--- config.mk ---
export PLATFORM = sky130hd
export DESIGN_NAME = gjmi_ctrl
export DESIGN_NICKNAME = d
export VERILOG_FILES = /design/src/hdl/gjmi_pkg.sv /design/src/hdl/gjmi_ctrl.sv
export SDC_FILE = /design/constraint.sdc
export NUM_CORES = 1
export LEC_CHECK = 0
export ABC_AREA = 1
export BUFFER_PORTS_ARGS = -buffer_cell sky130_fd_sc_hd__buf_2
export CAP_MARGIN = 5
export CORE_ASPECT_RATIO = 1.25
export CORE_MARGIN = 2
export CORE_UTILIZATION = 35
export DETAILED_ROUTE_END_ITERATION = 8
export SETUP_SLACK_MARGIN = 0.5
export SLEW_MARGIN = 20
export SYNTH_ARGS = -nofsm -noshare
export SYNTH_HDL_FRONTEND = slang
export SYNTH_SLANG_ARGS = --single-unit
--- constraint.sdc ---
create_clock -name clk -period 2.3 [get_ports clk]
set_input_delay 0.345 -clock clk [delete_from_list [all_inputs] [get_ports clk]]
set_output_delay 0.345 -clock clk [all_outputs]
set_load 0.005 [all_outputs]
--- src/hdl/gjmi_pkg.sv ---
`timescale 1ns / 1ps
// ----------------------------------------------------------------------------
// gjmi_pkg: shared types and constants of the Gauss-Jordan inverter
// Command and status bundles between controller and datapath, field widths.
// ----------------------------------------------------------------------------
package gjmi_pkg;

  // default sizing
  localparam int MAX_N_DEF     = 8;
  localparam int FRAC_BITS_DEF = 16;

  // fixed field widths
  localparam int DATA_W      = 32;
  localparam int SIZE_W      = 4;
  localparam int IDX_W       = 3;
  localparam int OUT_TDATA_W = 40;

  // ram write data source
  typedef enum logic [2:0] {
    WS_IN    = 3'd0,
    WS_ONE   = 3'd1,
    WS_ZERO  = 3'd2,
    WS_RDATA = 3'd3,
    WS_TEMP  = 3'd4,
    WS_DIFF  = 3'd5,
    WS_QUOT  = 3'd6
  } wsel_t;

  // controller to datapath commands
  typedef struct packed {
    logic  ram_we;
    wsel_t wsel;
    logic  temp_ld;
    logic  piv_ld;
    logic  div_start;
    logic  fac_ld;
    logic  prod_ld;
    logic  rowv_ld;
    logic  out_ld;
    logic  out_zero;
  } cmd_t;

  // datapath to controller status
  typedef struct packed {
    logic rdata_zero;
    logic div_busy;
  } stat_t;

endpackage

--- src/hdl/gjmi_ctrl.sv ---
`timescale 1ns / 1ps
// ----------------------------------------------------------------------------
// gjmi_ctrl: controller of the Gauss-Jordan inverter
// Load counting, identity fill, pivot search and swap, elimination sweeps,
// pivot-row scaling and result readout, plus the matrix size register.
// ----------------------------------------------------------------------------
module gjmi_ctrl #(
  parameter int MAX_N = gjmi_pkg::MAX_N_DEF,
  parameter int IW    = (MAX_N > 1) ? $clog2(MAX_N) : 1,
  parameter int CW    = $clog2(2 * MAX_N)
) (
  input  logic                        clk,
  input  logic                        rst_n,
  input  logic                        in_tvalid,
  output logic                        in_tready,
  output logic                        out_tvalid,
  input  logic                        out_tready,
  output logic [gjmi_pkg::IDX_W-1:0]  out_row,
  output logic [gjmi_pkg::IDX_W-1:0]  out_col,
  output logic                        out_last,
  output logic                        out_singular,
  input  logic                        cfg_valid,
  output logic                        cfg_ready,
  input  logic [gjmi_pkg::SIZE_W-1:0] cfg_data,
  output gjmi_pkg::cmd_t              cmd,
  input  gjmi_pkg::stat_t             stat,
  output logic [IW-1:0]               rd_row,
  output logic [CW-1:0]               rd_col,
  output logic [IW-1:0]               wr_row,
  output logic [CW-1:0]               wr_col
);

  localparam int NW = $clog2(MAX_N + 1);

  typedef enum logic [23:0] {
    S_LOAD      = 24'h000001,
    S_IDENT     = 24'h000002,
    S_PIV_RD    = 24'h000004,
    S_PIV_CHK   = 24'h000008,
    S_SRCH_RD   = 24'h000010,
    S_SRCH_CHK  = 24'h000020,
    S_SWP_RDA   = 24'h000040,
    S_SWP_RDB   = 24'h000080,
    S_SWP_WA    = 24'h000100,
    S_SWP_WB    = 24'h000200,
    S_ROW_START = 24'h000400,
    S_FAC_DIV   = 24'h000800,
    S_FAC_WAIT  = 24'h001000,
    S_EL_RDK    = 24'h002000,
    S_EL_RDR    = 24'h004000,
    S_EL_MUL    = 24'h008000,
    S_EL_WR     = 24'h010000,
    S_NRM_RD    = 24'h020000,
    S_NRM_DIV   = 24'h040000,
    S_NRM_WAIT  = 24'h080000,
    S_SING      = 24'h100000,
    S_OUT_RD    = 24'h200000,
    S_OUT_LD    = 24'h400000,
    S_OUT_HOLD  = 24'h800000
  } state_t;

  state_t                      state_r, state_nxt;
  logic [gjmi_pkg::SIZE_W-1:0] size_r, size_nxt;
  logic [IW-1:0]               ld_row_r, ld_row_nxt, ld_col_r, ld_col_nxt;
  logic [IW-1:0]               k_r, k_nxt, r_r, r_nxt, f_r, f_nxt;
  logic [CW-1:0]               c_r, c_nxt;
  logic                        sing_r, sing_nxt;
  logic [NW-1:0]               n_eff, nm1;
  logic [NW:0]                 wm1;
  logic                        r_last, k_last, c_last_n, c_last_w;
  logic                        ld_row_last, ld_col_last;

  // effective size, clamped to 1..MAX_N
  always_comb begin
    if (size_r == '0) begin
      n_eff = NW'(1);
    end else if (size_r > gjmi_pkg::SIZE_W'(MAX_N)) begin
      n_eff = NW'(MAX_N);
    end else begin
      n_eff = NW'(size_r);
    end
  end

  assign nm1         = n_eff - NW'(1);
  assign wm1         = {n_eff, 1'b0} - (NW + 1)'(1);
  assign r_last      = (NW'(r_r) == nm1);
  assign k_last      = (NW'(k_r) == nm1);
  assign c_last_n    = (NW'(c_r) == nm1);
  assign c_last_w    = ((NW + 1)'(c_r) == wm1);
  assign ld_row_last = (NW'(ld_row_r) == nm1);
  assign ld_col_last = (NW'(ld_col_r) == nm1);

  // sequencer
  always_comb begin
    state_nxt  = state_r;
    size_nxt   = size_r;
    ld_row_nxt = ld_row_r;
    ld_col_nxt = ld_col_r;
    k_nxt      = k_r;
    r_nxt      = r_r;
    f_nxt      = f_r;
    c_nxt      = c_r;
    sing_nxt   = sing_r;
    cmd        = '0;
    cmd.wsel   = gjmi_pkg::WS_IN;
    rd_row     = '0;
    rd_col     = '0;
    wr_row     = '0;
    wr_col     = '0;
    case (state_r)
      S_LOAD: begin
        if (in_tvalid) begin
          cmd.ram_we = 1'b1;
          wr_row     = ld_row_r;
          wr_col     = CW'(ld_col_r);
          if (ld_row_last && ld_col_last) begin
            ld_row_nxt = '0;
            ld_col_nxt = '0;
            sing_nxt   = 1'b0;
            r_nxt      = '0;
            c_nxt      = '0;
            state_nxt  = S_IDENT;
          end else if (ld_col_last) begin
            ld_col_nxt = '0;
            ld_row_nxt = ld_row_r + IW'(1);
          end else begin
            ld_col_nxt = ld_col_r + IW'(1);
          end
        end
      end
      S_IDENT: begin
        cmd.ram_we = 1'b1;
        cmd.wsel   = (CW'(r_r) == c_r) ? gjmi_pkg::WS_ONE : gjmi_pkg::WS_ZERO;
        wr_row     = r_r;
        wr_col     = CW'(n_eff) + c_r;
        if (c_last_n) begin
          c_nxt = '0;
          if (r_last) begin
            k_nxt     = '0;
            state_nxt = S_PIV_RD;
          end else begin
            r_nxt = r_r + IW'(1);
          end
        end else begin
          c_nxt = c_r + CW'(1);
        end
      end
      S_PIV_RD: begin
        rd_row    = k_r;
        rd_col    = CW'(k_r);
        state_nxt = S_PIV_CHK;
      end
      S_PIV_CHK: begin
        if (!stat.rdata_zero) begin
          cmd.piv_ld = 1'b1;
          r_nxt      = '0;
          state_nxt  = S_ROW_START;
        end else if (k_last) begin
          state_nxt = S_SING;
        end else begin
          r_nxt     = k_r + IW'(1);
          state_nxt = S_SRCH_RD;
        end
      end
      S_SRCH_RD: begin
        rd_row    = r_r;
        rd_col    = CW'(k_r);
        state_nxt = S_SRCH_CHK;
      end
      S_SRCH_CHK: begin
        if (!stat.rdata_zero) begin
          f_nxt     = r_r;
          c_nxt     = '0;
          state_nxt = S_SWP_RDA;
        end else if (r_last) begin
          state_nxt = S_SING;
        end else begin
          r_nxt     = r_r + IW'(1);
          state_nxt = S_SRCH_RD;
        end
      end
      S_SWP_RDA: begin
        rd_row    = k_r;
        rd_col    = c_r;
        state_nxt = S_SWP_RDB;
      end
      S_SWP_RDB: begin
        rd_row      = f_r;
        rd_col      = c_r;
        cmd.temp_ld = 1'b1;
        state_nxt   = S_SWP_WA;
      end
      S_SWP_WA: begin
        cmd.ram_we = 1'b1;
        cmd.wsel   = gjmi_pkg::WS_RDATA;
        wr_row     = k_r;
        wr_col     = c_r;
        state_nxt  = S_SWP_WB;
      end
      S_SWP_WB: begin
        cmd.ram_we = 1'b1;
        cmd.wsel   = gjmi_pkg::WS_TEMP;
        wr_row     = f_r;
        wr_col     = c_r;
        if (c_last_w) begin
          state_nxt = S_PIV_RD;
        end else begin
          c_nxt     = c_r + CW'(1);
          state_nxt = S_SWP_RDA;
        end
      end
      S_ROW_START: begin
        if (r_r == k_r) begin
          if (r_last) begin
            c_nxt     = '0;
            state_nxt = S_NRM_RD;
          end else begin
            r_nxt = r_r + IW'(1);
          end
        end else begin
          rd_row    = r_r;
          rd_col    = CW'(k_r);
          state_nxt = S_FAC_DIV;
        end
      end
      S_FAC_DIV: begin
        cmd.div_start = 1'b1;
        state_nxt     = S_FAC_WAIT;
      end
      S_FAC_WAIT: begin
        if (!stat.div_busy) begin
          cmd.fac_ld = 1'b1;
          c_nxt      = '0;
          state_nxt  = S_EL_RDK;
        end
      end
      S_EL_RDK: begin
        rd_row    = k_r;
        rd_col    = c_r;
        state_nxt = S_EL_RDR;
      end
      S_EL_RDR: begin
        rd_row      = r_r;
        rd_col      = c_r;
        cmd.prod_ld = 1'b1;
        state_nxt   = S_EL_MUL;
      end
      S_EL_MUL: begin
        cmd.rowv_ld = 1'b1;
        state_nxt   = S_EL_WR;
      end
      S_EL_WR: begin
        cmd.ram_we = 1'b1;
        cmd.wsel   = gjmi_pkg::WS_DIFF;
        wr_row     = r_r;
        wr_col     = c_r;
        if (c_last_w) begin
          c_nxt = '0;
          if (r_last) begin
            state_nxt = S_NRM_RD;
          end else begin
            r_nxt     = r_r + IW'(1);
            state_nxt = S_ROW_START;
          end
        end else begin
          c_nxt     = c_r + CW'(1);
          state_nxt = S_EL_RDK;
        end
      end
      S_NRM_RD: begin
        rd_row    = k_r;
        rd_col    = c_r;
        state_nxt = S_NRM_DIV;
      end
      S_NRM_DIV: begin
        cmd.div_start = 1'b1;
        state_nxt     = S_NRM_WAIT;
      end
      S_NRM_WAIT: begin
        if (!stat.div_busy) begin
          cmd.ram_we = 1'b1;
          cmd.wsel   = gjmi_pkg::WS_QUOT;
          wr_row     = k_r;
          wr_col     = c_r;
          if (c_last_w) begin
            if (k_last) begin
              r_nxt     = '0;
              c_nxt     = '0;
              state_nxt = S_OUT_RD;
            end else begin
              k_nxt     = k_r + IW'(1);
              state_nxt = S_PIV_RD;
            end
          end else begin
            c_nxt     = c_r + CW'(1);
            state_nxt = S_NRM_RD;
          end
        end
      end
      S_SING: begin
        sing_nxt  = 1'b1;
        r_nxt     = '0;
        c_nxt     = '0;
        state_nxt = S_OUT_RD;
      end
      S_OUT_RD: begin
        rd_row    = r_r;
        rd_col    = CW'(n_eff) + c_r;
        state_nxt = S_OUT_LD;
      end
      S_OUT_LD: begin
        cmd.out_ld   = 1'b1;
        cmd.out_zero = sing_r;
        state_nxt    = S_OUT_HOLD;
      end
      S_OUT_HOLD: begin
        if (out_tready) begin
          if (r_last && c_last_n) begin
            state_nxt = S_LOAD;
          end else begin
            if (c_last_n) begin
              c_nxt = '0;
              r_nxt = r_r + IW'(1);
            end else begin
              c_nxt = c_r + CW'(1);
            end
            state_nxt = S_OUT_RD;
          end
        end
      end
      default: begin
        state_nxt = S_LOAD;
      end
    endcase
    // size write drops a partly loaded matrix
    if (cfg_valid) begin
      size_nxt   = cfg_data;
      ld_row_nxt = '0;
      ld_col_nxt = '0;
    end
  end

  always_ff @(posedge clk) begin
    if (!rst_n) begin
      state_r  <= S_LOAD;
      size_r   <= gjmi_pkg::SIZE_W'(8);
      ld_row_r <= '0;
      ld_col_r <= '0;
      k_r      <= '0;
      r_r      <= '0;
      f_r      <= '0;
      c_r      <= '0;
      sing_r   <= 1'b0;
    end else begin
      state_r  <= state_nxt;
      size_r   <= size_nxt;
      ld_row_r <= ld_row_nxt;
      ld_col_r <= ld_col_nxt;
      k_r      <= k_nxt;
      r_r      <= r_nxt;
      f_r      <= f_nxt;
      c_r      <= c_nxt;
      sing_r   <= sing_nxt;
    end
  end

  // handshake and result markers
  assign in_tready    = (state_r == S_LOAD);
  assign out_tvalid   = (state_r == S_OUT_HOLD);
  assign cfg_ready    = 1'b1;
  assign out_row      = gjmi_pkg::IDX_W'(r_r);
  assign out_col      = gjmi_pkg::IDX_W'(c_r);
  assign out_last     = r_last && c_last_n;
  assign out_singular = sing_r;

endmodule

==> metrics.txt, run 1 <==
Reg power frac 44.9%; initial antenna violation count 0; max-slew violations 0; port bufs 46; top cells by count, synth nand2_1, nor2_1, inv_1; EDFF count, synth 0; cts hold-fix bufs 0; Worst-Skew Late Latency around 0.30 ns; Netlist cell types 50; Psw a little under 500 uW; DRC viols 0; synthesized instance count about 640; Setup crit start kind flop; Clock Sink Count between 40 and 50; Pwr per Cell Area around 290 nW/um2; Core Area between 10000 and 15000 um2; vias in the first global route 4840; GRT overflow 0; clock skew 0.008311 ns; Clock power frac between 40% and 50%; Synth top area share a little under a quarter; 1st-pass router iterations 8; worst vdd ir approximately 0.00024 V; #FFs+latches synth 48; fmax slightly above 400 MHz; worst path cell trace nor2_4, nand2_4, nor2_8, nand2_4, inv_4, nand4_1, nand4_1, inv_2, o221ai_2, buf_2; CTS Buf Count 5; Placed Area 4970 um2; pre-CTS setup slack -0.03081 ns; total of max-cap violations 0; die area between 10000 and 15000 um2; Ys Warns 0; Net Sw Frac 25.91%; Pint 1380 uW; Async SR Flop Fraction 0%; share of cells above drive strength 1 around 52%; Routed WL per cell 17.21 um; Die W 101.6 um; H-tree Lvls 2; TritonCTS clock tree yes; CP Capture Type primary output; Main synth FF type dfxtp_1; final instance area 6465 um2; Util after Layout 55.65%; post-DP HPWL roughly 12000 um; detailed-route via count roughly 5000; mapped cell area between 4000 and 5000 um2; sequential area share after synthesis a little under a quarter; I/O pins 48; post-synth top area cell dfxtp_1; status finished with violations; dpl cells 868; global-route wire length before repair 24760 um; Layout area overhead 55.21%; slowest CP cell dfxtp_4; leak pwr roughly 0.0030 uW; Routed WL around 16000 um; Die Ht around 130 um; Worst Hold Class input pin to flop; fin nets between 800 and 900; main area contributors after synthesis dfxtp_1, nand2_1, nor2_1; Tmin final between 2 and 2.5 ns; Via density 5.184; initial core utilization 35.86%; row cnt 44; Iteration-0 DRC Markers 264; Post-Route Setup TNS -1.565 ns; Reg clk slew, reported paths roughly 0.07 ns; Max Root-Sink Buffers 2; CP Max Fanout 6; largest net degree at the start of global routing 29; post-route ant nets 0; Largest stage delay, worst path roughly 0.36 ns; PnR worst setup slack -0.1869 ns; Worst Path Arrival between 2 and 2.5 ns; RSZ-0062 raised after global routing yes; violations in the final reports setup timing; gr usage total ~25%; post-route non-filler standard cell count 948; syn avg cell area between 6 and 7 um2; setup violators final 21; critical path required time 1.96 ns; Post-Syn Nets roughly 670; most common cell in the netlist nand2_1; GP Congestion approximately 0.95; Fin. Hold Viols 0; final period utilization 108.1%; root buffer cell clkbuf_16; # fillers around 1100; Setup CP Type flop to primary output; Logic pwr share between 10 and 15%; # diodes 0
state kept, by name, summed over array words and instances (netlist names):
signal,flops
ld_row_r,3
f_r,3
out_row,3
state_r,24
ld_col_r,3
out_singular,1
size_r,4
c_r,4
k_r,3
logic make-up (layout without fill, tap and decap cells):
family | after synthesis | after routing | share of synthesized area [%]
simple gates | 376 | 376 | 48.12
fa+ha+maj | 10 | 10 | 3.184
buf+inv | 115 | 258 | 11.14
compound gates | 77 | 77 | 10.63
other cells | 1 | 1 | 0.09003
flops | 48 | 48 | 23.07
xor+xnor | 17 | 17 | 3.755
worst max-delay path: cells and delay by family, from the launching register on:
family                 cells  cell delay [ns]
AO/OA/AOI/OAI              1             0.14
buffers and inverters      3             0.30
flip-flops                 1             0.36
AND/OR/NAND/NOR            6             1.04
through the flow:
| stage | power, uW | hold WS [ns] |
|---|---|---|
| after floorplan | 972.8 | 0.4443 |
| after global placement | 1016 | 0.4661 |
| after detailed placement | 1018 | 0.4767 |
| after CTS | 1862 | 0.2657 |
| after global routing | 1931 | 0.2792 |
| final | 1862 | 0.2688 |
cell type report:
type	count	area (um2)	area share (%)
flip-flops and latches	48	1008	15.60
clock buffers	6	150.1	2.322
multi-input cells	481	3496	54.07
repair buffers	148	1167	18.06
inverters	102	429.2	6.638
well taps	161	201.4	3.116
clock inverters	2	12.51	0.1935
cell usage in the layout, fill, tap and decap left out, types with 20 or more instances in the layout:
| cell type | synthesis | final |
|---|---|---|
| buf_2 | 5 | 38 |
| nand2_4 | 10 | 27 |
| inv_1 | 88 | 68 |
| nand2_1 | 119 | 89 |
| nand2_2 | 18 | 31 |
| nand3_1 | 61 | 45 |
| buf_6 | 1 | 37 |
| dfxtp_1 | 48 | 22 |
| nor2_1 | 96 | 73 |
| buf_4 | 4 | 72 |
| dfxtp_2 | 0 | 20 |
| nor2_4 | 14 | 33 |
path summary, 6_finish.rpt:
kind | startpoint | cells after the start | slack [ns] | endpoint
setup reg to reg | size_r[2] | 14 | -0.04 | state_r[1]
setup / recovery | state_r[8] | 10 | -0.19 | rd_col[0]
hold reg to reg | out_singular | 2 | 0.48 | out_singular
hold / removal | cfg_data[0] | 3 | 0.27 | size_r[0]
metal layers:
| metal | vias up | share of wire, % | global-route usage (%) |
|---|---|---|---|
| met5 | - | 0 | 0 |
| met2 | 186 | 51 | 43.65 |
| met3 | 66 | 5.0 | 4.273 |
| met1 | 2317 | 38 | 28.01 |
| met4 | 0 | 5.9 | 13.99 |
| li1 | 2345 | - | - |
power groups by stage:
| stage | sequential, uW | clock [uW] | combinational [uW] |
|---|---|---|---|
| floorplan | 862 | 0 | 111 |
| global placement | 861 | 0 | 154 |
| detailed placement | 862 | 0 | 156 |
| CTS | 841 | 831 | 191 |
| global route | 837 | 868 | 226 |
| finish | 837 | 818 | 207 |
what timing repair did:
action | in CTS | in global routing
endpoints found under the setup margin | 52 | 60
setup buffers | 51 | 21
pin swaps | 70 | 53
gates resized for setup | 136 | 85
Note: power is estimated with default switching activity, not from simulation.
==> run 2: changes to the inputs <==
--- a/config.mk
+++ b/config.mk
@@ -5,7 +5,6 @@
 export SDC_FILE = /design/constraint.sdc
 export NUM_CORES = 1
 export LEC_CHECK = 0
-export ABC_AREA = 1
 export BUFFER_PORTS_ARGS = -buffer_cell sky130_fd_sc_hd__buf_2
 export CAP_MARGIN = 5
 export CORE_ASPECT_RATIO = 1.25
==> run 2 against run 1 <==
Highest routed layer unchanged. Design area is 15% higher. Non-clock buffer count rose by 144. Critical path type unchanged. Largest cell class unchanged. The run still ends with setup timing left. Utilization grew 12 points. Synthesized cell count fell by 21%.
==> metrics.txt, run 2 <==
Main synth FF type dfxtp_1; register area ~1000 um2; Slew @ Worst Pin around 0.5 ns; R2R Setup Slk -0.59 ns; 1st-pass router iterations 5; CTS Buf Count 5; most common cell in the netlist nor2_1; final instance area approximately 7400 um2; root buffer cell clkbuf_16; Routed WL roughly 19000 um; Synth top area share between 20% and 30%; syn avg cell area just under 8 um2; # fillers 879; initial core utilization between 30% and 40%; max FFs per register 24; sequential area share after synthesis between 20 and 25%; #FFs+latches synth 48; mapped cell area 3984 um2; relative slew slack ~67%; EDFF count, synth 0; H-tree Lvls 2; GP Congestion ~0.99; total of max-cap violations 0; main area contributors after synthesis dfxtp_1, nor2_1, nand2_1; Die W approximately 100 um; multi-input logic area 3562 um2; PnR worst setup slack -0.5933 ns; Layout area overhead 87.00%; Worst Path Arrival between 2 and 3 ns; CP Max Fanout 4; Hold Crit Start cfg_data[3]; violations in the final reports setup timing; TritonCTS clock tree yes; critical path required time around 2.0 ns; DRC viols 0; hold_ws around 0.26 ns; initial antenna violation count 0; gr usage total between 20 and 30%; post-DP HPWL approximately 14000 um; global-route wire length before repair about 28000 um; fin nets around 800; Via density ~5.8; Worst Hold Class input pin to flop; post-route ant nets 0; share of cells above drive strength 1 between 50% and 60%; Placed Area slightly below 6000 um2; max-slew violations 0; status finished with violations; Setup crit start kind flop; final period utilization 125.8%; Iteration-0 DRC Markers ~340; Reg clk slew, reported paths 0.07 ns; Ys Warns 0; vias in the first global route between 5000 and 6000; pre-CTS setup slack -0.5647 ns; Top Registers state_r: 24 flops, c_r: 4 flops, size_r: 4 flops; post-synth top area cell dfxtp_1; R2R depth 14; # diodes 0; Netlist cell types 75; Post-Syn Nets about 530; Max Root-Sink Buffers 2; Power, Total roughly 2500 uW; Async SR Flop Fraction 0%; Biggest register state_r; crit path capture rd_row[2]; Tmin final about 2.9 ns; Post-Route Setup TNS -20.88 ns; top cells by count, synth nor2_1, dfxtp_1, nand2_1; clock skew between 0.006 and 0.007 ns; I/O pins 48; Routed WL per cell ~21 um; largest net degree at the start of global routing 18; Clock Sink Count 48; Fin. Hold Viols 0; detailed-route via count around 5300; Pwr per Cell Area 336.1 nW/um2; Die Ht 123.3 um; leak pwr about 0.0033 uW; synthesized instance count between 500 and 600; RSZ-0062 raised after global routing yes; Setup CP Type flop to primary output; most frequent cells in the layout buf_4, buf_6, nor2_1; fmax about 350 MHz; row cnt 43; worst vdd ir between 0.0003 and 0.0004 V; setup violators final 52; Worst-Skew Late Latency ~0.3 ns; reg-to-reg critical path startpoint state_r[9]; GRT overflow 0; commonest non-fill, non-tap cell in the layout buf_4; Core Area about 11000 um2; CP Capture Type primary output; port bufs 46; die area 12260 um2; crit path launch state_r[9]; Crit Reg-Reg Endpoint out_row[1]
[run 2: cell count changes in the layout (fill, tap and decap cells not counted), sizes merged, moves of 16 or more]
cell,before,now
buf,148,292
nor4,3,27
nand3,69,15
nor2,126,62
nand2,147,50
inv,99,19
or4,0,16
[run 2: stage by stage]
| stage | utilization, % | cells |
|---|---|---|
| floorplan | - | 510 |
| global placement | 53.08 | 843 |
| detailed placement | 53.08 | 843 |
| CTS | 62.34 | 890 |
| global route | 67.22 | 916 |
| finish | 67.22 | 916 |
[run 2: where the power goes]
part	internal, uW	switching [uW]	leakage, uW
Combinational	400	361	0.00285
Sequential	836	10.4	0.000398
Clock	519	378	0.0000840
[run 2: how the worst min path moves through the flow]
stage | cells past startpoint | to
2_1_floorplan | 2 | out_singular
3_5_place_dp | 2 | out_singular
5_1_grt | 3 | size_r[0]
3_3_place_gp | 2 | out_singular
6_report | 3 | size_r[3]
4_1_cts | 3 | size_r[3]
[run 2: layout make-up]
type                       instances  area share, %
multi-input combinational        413          47.82
timing repair buffer             292          33.09
clock inverter                     3         0.6382
sequential                        48          13.44
tap                              135          2.267
clock buffer                       5          1.680
inverter                          20          1.075
[run 2: metal layers]
metal | vias up | GRT usage [%] | routed length [um]
met5 | - | 0 | 0
met4 | 0 | 21.32 | 1363
met3 | 93 | 4.014 | 885
met2 | 219 | 52.83 | 9631
met1 | 2567 | 31.49 | 6922
li1 | 2423 | - | -
[run 2: what timing repair did]
action,CTS,global route
endpoints found under the setup margin,69,71
hold buffers,0,0
setup buffers,39,26
pin swaps,53,40
resized for setup,139,76
[run 2: cells by family after synthesis]
logic type / after synthesis / share of synthesized area (%)
other cells: 1 / 0.09413
flops: 48 / 24.12
simple gates: 271 / 40.86
mux: 12 / 3.015
xor+xnor: 27 / 7.507
compound gates: 92 / 15.67
buf+inv: 49 / 5.402
fa+ha+maj: 10 / 3.329
[run 2: critical path: stages (launching register included)]
cell and delay, ns:
dfxtp_2 0.36, buf_6 0.11, nor4_4 0.03, buf_4 0.15
buf_6 0.13, nand3_4 0.09, buf_6 0.12, nor2_4 0.03
and3b_2 0.20, or4_4 0.47, a222oi_1 0.36, inv_1 0.06
buf_2 0.13
